`src/rtl/tcm_pkg.sv`:
```
// shared types and constants for the transport and metronome block
package tcm_pkg;

    localparam int POS_W       = 48;
    localparam int FPB_W       = 48;
    localparam int CLICK_AW    = 11;
    localparam int CLICK_DEPTH = 1 << CLICK_AW;
    localparam int SAMPLE_W    = 16;
    localparam int GAIN_W      = 16;
    localparam int CLEN_W      = 12;
    localparam int BPB_W       = 8;
    localparam int CFG_IW      = 3;
    localparam int DIV_STEPS   = 64;
    localparam int DIV_CW      = 6;
    localparam int PROD_W      = SAMPLE_W + GAIN_W + 1;
    localparam int Z_W         = 24;
    localparam int RECIP_W     = 25;
    localparam int RECIP_SH    = 27;

    localparam logic [RECIP_W-1:0] RECIP5    = 25'd26843546;
    localparam logic [Z_W-1:0]     Z_OFFSET  = 24'd10485760;
    localparam logic [FPB_W-1:0]   FPB_MIN   = 48'd65536;
    localparam logic [BPB_W-1:0]   BPB_DFLT  = 8'd4;

    localparam logic [FPB_W-1:0] FPB_RST   = 48'd94371840;
    localparam logic [BPB_W-1:0] BPB_RST   = 8'd4;
    localparam logic [GAIN_W-1:0] GAIN_RST = 16'd4096;

    typedef enum logic [2:0] {
        OP_TICK   = 3'd0,
        OP_PLAY   = 3'd1,
        OP_STOP   = 3'd2,
        OP_REC    = 3'd3,
        OP_RECOFF = 3'd4,
        OP_COUNT  = 3'd5,
        OP_LOCATE = 3'd6,
        OP_CLICK  = 3'd7
    } opcode_t;

    typedef enum logic [CFG_IW-1:0] {
        CFG_FPB   = 3'd0,
        CFG_BPB   = 3'd1,
        CFG_CLEN  = 3'd2,
        CFG_GAIN  = 3'd3,
        CFG_MET   = 3'd4,
        CFG_ROUTE = 3'd5
    } cfg_index_t;

    typedef struct packed {
        logic [FPB_W-1:0] rem;
        logic [BPB_W-1:0] qmod;
    } div_res_t;

endpackage

```
`src/rtl/tcm_div.sv`:
```
// bit-serial divider giving remainder and quotient modulo beats per bar
module tcm_div (
    input  logic                      clk,
    input  logic                      rst_n,
    input  logic                      start,
    input  logic [tcm_pkg::POS_W-1:0] dividend,
    input  logic [tcm_pkg::FPB_W-1:0] divisor,
    input  logic [tcm_pkg::BPB_W-1:0] modulus,
    output logic                      done,
    output tcm_pkg::div_res_t         res
);
    import tcm_pkg::*;

    logic                    busy_reg, busy_next;
    logic                    done_reg, done_next;
    logic [DIV_CW-1:0]       cnt_reg, cnt_next;
    logic [DIV_STEPS-1:0]    shift_reg, shift_next;
    logic [FPB_W-1:0]        rem_reg, rem_next;
    logic [BPB_W-1:0]        qmod_reg, qmod_next;
    logic [FPB_W:0]          trial;
    logic                    qbit;
    logic [BPB_W:0]          qtrial;

    always_comb
    begin
        trial      = {rem_reg, shift_reg[DIV_STEPS-1]};
        qbit       = (trial >= {1'b0, divisor});
        qtrial     = {qmod_reg, qbit};
        busy_next  = busy_reg;
        done_next  = 1'b0;
        cnt_next   = cnt_reg;
        shift_next = shift_reg;
        rem_next   = rem_reg;
        qmod_next  = qmod_reg;
        if (start)
        begin
            busy_next  = 1'b1;
            cnt_next   = '0;
            shift_next = {dividend, {(DIV_STEPS-POS_W){1'b0}}};
            rem_next   = '0;
            qmod_next  = '0;
        end
        else if (busy_reg)
        begin
            shift_next = {shift_reg[DIV_STEPS-2:0], 1'b0};
            rem_next   = qbit ? FPB_W'(trial - {1'b0, divisor}) : trial[FPB_W-1:0];
            qmod_next  = (qtrial >= {1'b0, modulus}) ? BPB_W'(qtrial - {1'b0, modulus})
                                                     : qtrial[BPB_W-1:0];
            cnt_next   = cnt_reg + 1'b1;
            if (cnt_reg == DIV_CW'(DIV_STEPS - 1))
            begin
                busy_next = 1'b0;
                done_next = 1'b1;
            end
        end
    end

    always_ff @(posedge clk or negedge rst_n)
    begin
        if (!rst_n)
        begin
            busy_reg <= 1'b0;
            done_reg <= 1'b0;
            cnt_reg  <= '0;
        end
        else
        begin
            busy_reg <= busy_next;
            done_reg <= done_next;
            cnt_reg  <= cnt_next;
        end
    end

    always_ff @(posedge clk)
    begin
        shift_reg <= shift_next;
        rem_reg   <= rem_next;
        qmod_reg  <= qmod_next;
    end

    assign done     = done_reg;
    assign res.rem  = rem_reg;
    assign res.qmod = qmod_reg;

endmodule

```
`config.mk`:
```
export PLATFORM = sky130hd
export DESIGN_NAME = tcm_div
export DESIGN_NICKNAME = d
export VERILOG_FILES = /design/src/rtl/tcm_pkg.sv /design/src/rtl/tcm_div.sv
export SDC_FILE = /design/constraint.sdc
export NUM_CORES = 1
export LEC_CHECK = 0
export ABC_CLOCK_PERIOD_IN_PS = 12000
export BUFFER_PORTS_ARGS = -buffer_cell sky130_fd_sc_hd__clkbuf_2
export CORE_MARGIN = 3
export CORE_UTILIZATION = 43
export DETAILED_ROUTE_END_ITERATION = 8
export PLACE_DENSITY = 0.62
export SLEW_MARGIN = 10
export SYNTH_ARGS = -nofsm -noshare
export SYNTH_HDL_FRONTEND = slang
export SYNTH_SLANG_ARGS = --single-unit
```
`constraint.sdc`:
```
create_clock -name clk -period 12 [get_ports clk]
set_clock_uncertainty 0.15 [all_clocks]
set_input_delay 3 -clock clk [delete_from_list [all_inputs] [get_ports clk]]
set_output_delay 3 -clock clk [all_outputs]
set_load 0.05 [all_outputs]
```
==> results.md <==
- The post-route antenna net violation count is 0.
- The vias per cell is around 5.4.
- On the worst path, the slowest cell contributes a delay of ~0.47 ns.
- The Yosys warning count is 0.
- Yosys attributes the largest share of cell area to sky130_fd_sc_hd__edfxtp_1 17%, sky130_fd_sc_hd__dfxtp_1 13%, sky130_fd_sc_hd__ha_1 8.6%.
- The violation count after the first detailed-routing iteration is roughly 390.
- roughly 160 I/O pins were placed.
- The async set-or-reset flop fraction in the synthesized netlist is 0.07143.
- The share of the Yosys chip area taken by registers is 0.3272.
- The clock-pin transition on the worst setup and hold timing paths is about 0.080 ns.
- From synthesis to final layout, the design area changed by 14.51%.
- Setup repair after global routing left no endpoint under its margin.
- The required time at the worst-slack endpoint is between 10 and 15 ns.
- The number of global-route vias before repair is around 7000.
- The chip width is approximately 150 um.
- The post-cts hold buffer count is 0.
- The clock tree from TritonCTS is yes.
- Based on the critical path, the design can be clocked at up to approximately 150 MHz.
- The first global-routing pass estimated approximately 35000 um of wire.
- The slowest stage of the critical path is the sky130_fd_sc_hd__a221oi_1 cell.
- In the synthesized netlist, the number of instances is approximately 950.
- The start point of the worst hold path is qmod_reg[1].
- Traced cell by cell, the critical path runs through clkbuf_2, inv_1, ha_1, a21oi_2, o21ai_1, a221oi_1, nand4bb_2, a31oi_4, o21ai_4, inv_2, ha_1, nor2b_1, o21ai_0, a21boi_0, o21ai_0, a21oi_1, o21a_1, nand2b_1, mux2i_1, a211oi_1.
- The routed design could run at a clock period as short as a little under 7 ns.
- Post-CTS repair changed the size of 0 cells.
- The startpoint of the worst register-to-register path is rem_reg[27].
- The cell sitting at the root of the clock tree is a sky130_fd_sc_hd__clkbuf_16.
- The worst setup path category is primary input to register.
- In this run, synthesis produced a sequential element count of between 100 and 150.
- The maximum resistive drop on vdd is between 0.0001 and 0.00015 V.
- The share of synthesized area in the top cell type comes to 0.1707.
- Of the cells placed in the final design, the portion with a size suffix greater than 1 is 0.2468.
- The number of rows in the core area is 50.
- For this run, the total global-route usage over all layers was measured as 0.2000.
- For this configuration, the core starts out at a cell density of 0.4439.
- The number of flops mapped to enable cells by yosys is 48.
- The total setup violations reported at the end of the flow is 0.
- The most area-hungry cell type in the Yosys netlist is sky130_fd_sc_hd__edfxtp_1.
- The HPWL reported at the end of detailed placement is 15860 um.
- The worst endpoint data arrival time is around 7.0 ns.
- For this design the static power due to leakage is around 4.4 nW.
- Headroom to the max-slew limit came out at 0.2338.
- The area enclosed by the die boundary is roughly 21000 um^2.
- The library cell used most frequently in the layout, excluding fill and tap cells, is sky130_fd_sc_hd__clkbuf_2.
- The routed wirelength normalized by instance count is about 16 um.
- Setup total negative slack on the finished layout was measured at 0 ns.
- The routability congestion estimate is 0.8957.
- The core outline area is roughly 19000 um^2.
- Along the worst path, the maximum fanout reaches 18.
- The repair_antennas step left the layout with diodes totalling 0.
- The post-synthesis cell type count is between 70 and 80.
- The launching element of the worst setup path is divisor[28].
- Summing over every cut layer, the via total after detailed routing is ~7200.
- The count of H-tree levels built during CTS is 3.
- The overall power after layout is 2.204 mW.
- Counting every sink on the clock net gives 112.
- When the netlist entered floorplanning its net count stood at approximately 1100.
- STA classifies the critical path endpoint as a register.
- The number of detailed-route iterations in the first pass is 5.
- In the synthesized netlist the dominant register cell turns out to be sky130_fd_sc_hd__dfxtp_1.
- The number of pins exceeding their max-slew limit in the final report came to 0.
- The total DRC errors in the routed layout is 0.
- The initial antenna violation count was 0.
- The max-cap check violation count is 0.
- The run finished with clean final reports.
- The mapped netlist covers 8443 um^2.
- At the pin with the least slew margin, the transition time is approximately 1.1 ns.
- The sum of overflow across all layers after global routing is 0.
- The number of nets in the layout is ~1200.
- Of the available clock period, the critical path in the final layout requires 0.5719.
- The pin count of the biggest net entering global routing is 98.
- The worst hold path belongs to the class register to register.
- The die outline height is around 150 um.
- In the layout the commonest cells are 162 x sky130_fd_sc_hd__clkbuf_2, 80 x sky130_fd_sc_hd__nor2_1, 73 x sky130_fd_sc_hd__inv_1, 72 x sky130_fd_sc_hd__nand2_1, 64 x sky130_fd_sc_hd__a21oi_1.
- The number of setup buffers added after CTS is 0.
- Wires add up to around 21000 um.
- Power spread over the standard cell area amounts to 228.0 nW/um^2.
- The number of hold violations in the final report is 0.
- Buffers inserted during clock tree synthesis total 9.
- The synthesized area per cell is 8.897 um^2.
- The critical path launch point type is a primary input.
- The clock latency on the worst-skew pair is around 0.37 ns.
- The number of port buffers is between 150 and 200.
- No sink is reached through more buffers than the 2 on the longest clock path.
## kinds of logic after synthesis
group | count (synthesis) | synth area share
AOI/OAI and AO/OA | 276 | 0.2291
and+or+nand+nor | 250 | 0.1415
buffers and inverters | 127 | 0.06417
DFF | 112 | 0.3272
muxes | 79 | 0.1006
adders and majority gates | 60 | 0.09069
xor gates and xnor gates | 45 | 0.04668
## path summary, 6_finish.rpt
kind	endpoint	slack [ns]	cells after the start
worst min-delay path	qmod_reg[1]	0.35	2
worst max register to register	qmod_reg[5]	7.51	18
max in group asynchronous	busy_reg	9.19	1
min in group asynchronous	cnt_reg[3]	2.31	1
worst max-delay path	qmod_reg[5]	5.14	20
worst min register to register	qmod_reg[1]	0.35	2
## area by class of cell
type / count / area, um^2
sequential: 112 / 2764
inverter: 74 / 277.8
clock inverter: 7 / 93.84
tap: 260 / 325.3
clock buffer: 9 / 225.2
timing repair buffer: 166 / 840.8
fill: 1907 / 9350
multi-input combinational: 710 / 5141
## per-stage QoR
| stage | instance area [um^2] | setup slack [ns] | std cells | util | hold WS, ns |
|---|---|---|---|---|---|
| 3_5_place_dp | 9349 | 4.743 | 1322 | 0.4916 | 0.3451 |
| 5_1_grt | 9668 | 4.574 | 1338 | 0.5084 | 0.3708 |
| 2_1_floorplan | 8443 | 5.385 | 949 | - | 0.3544 |
| 4_1_cts | 9668 | 5.127 | 1338 | 0.5084 | 0.3576 |
| 6_report | 9668 | 5.137 | 1338 | 0.5084 | 0.3522 |
| 3_3_place_gp | 9349 | 4.885 | 1322 | 0.4916 | 0.3437 |
## metal layers
layer / up-vias / wire, um / track usage
met5: - / 0 / 0
met4: 0 / 347 / 0.05691
met3: 21 / 980 / 0.03228
met2: 175 / 9707 / 0.3195
met1: 3297 / 10450 / 0.2812
li1: 3695 / - / -
## where the power goes
group          switching, mW  total [mW]  leakage (nW)  internal (mW)
clock                  0.173       0.326         0.154          0.153
combinational          0.826        1.30          3.21          0.475
sequential            0.0883       0.577          1.07          0.489
total                   1.09        2.20          4.44           1.12
## critical path: cells and delay by family
kind                     cells  cell delay [ns]
AO/OA/AOI/OAI               11             2.17
adder cells (fa/ha/maj)      2             0.61
AND/OR/NAND/NOR              3             0.59
buffers and inverters        3             0.40
multiplexers                 1             0.19
## synthesized netlist by cell type, drive strengths merged, types with 30 or more instances
cell	n
a211oi	56
a21oi	67
buf	30
dfxtp	56
edfxtp	48
ha	58
inv	74
mux2	47
mux2i	32
nand2	73
nor2	82
o21ai	49
Power figures use the tool's default switching activity.
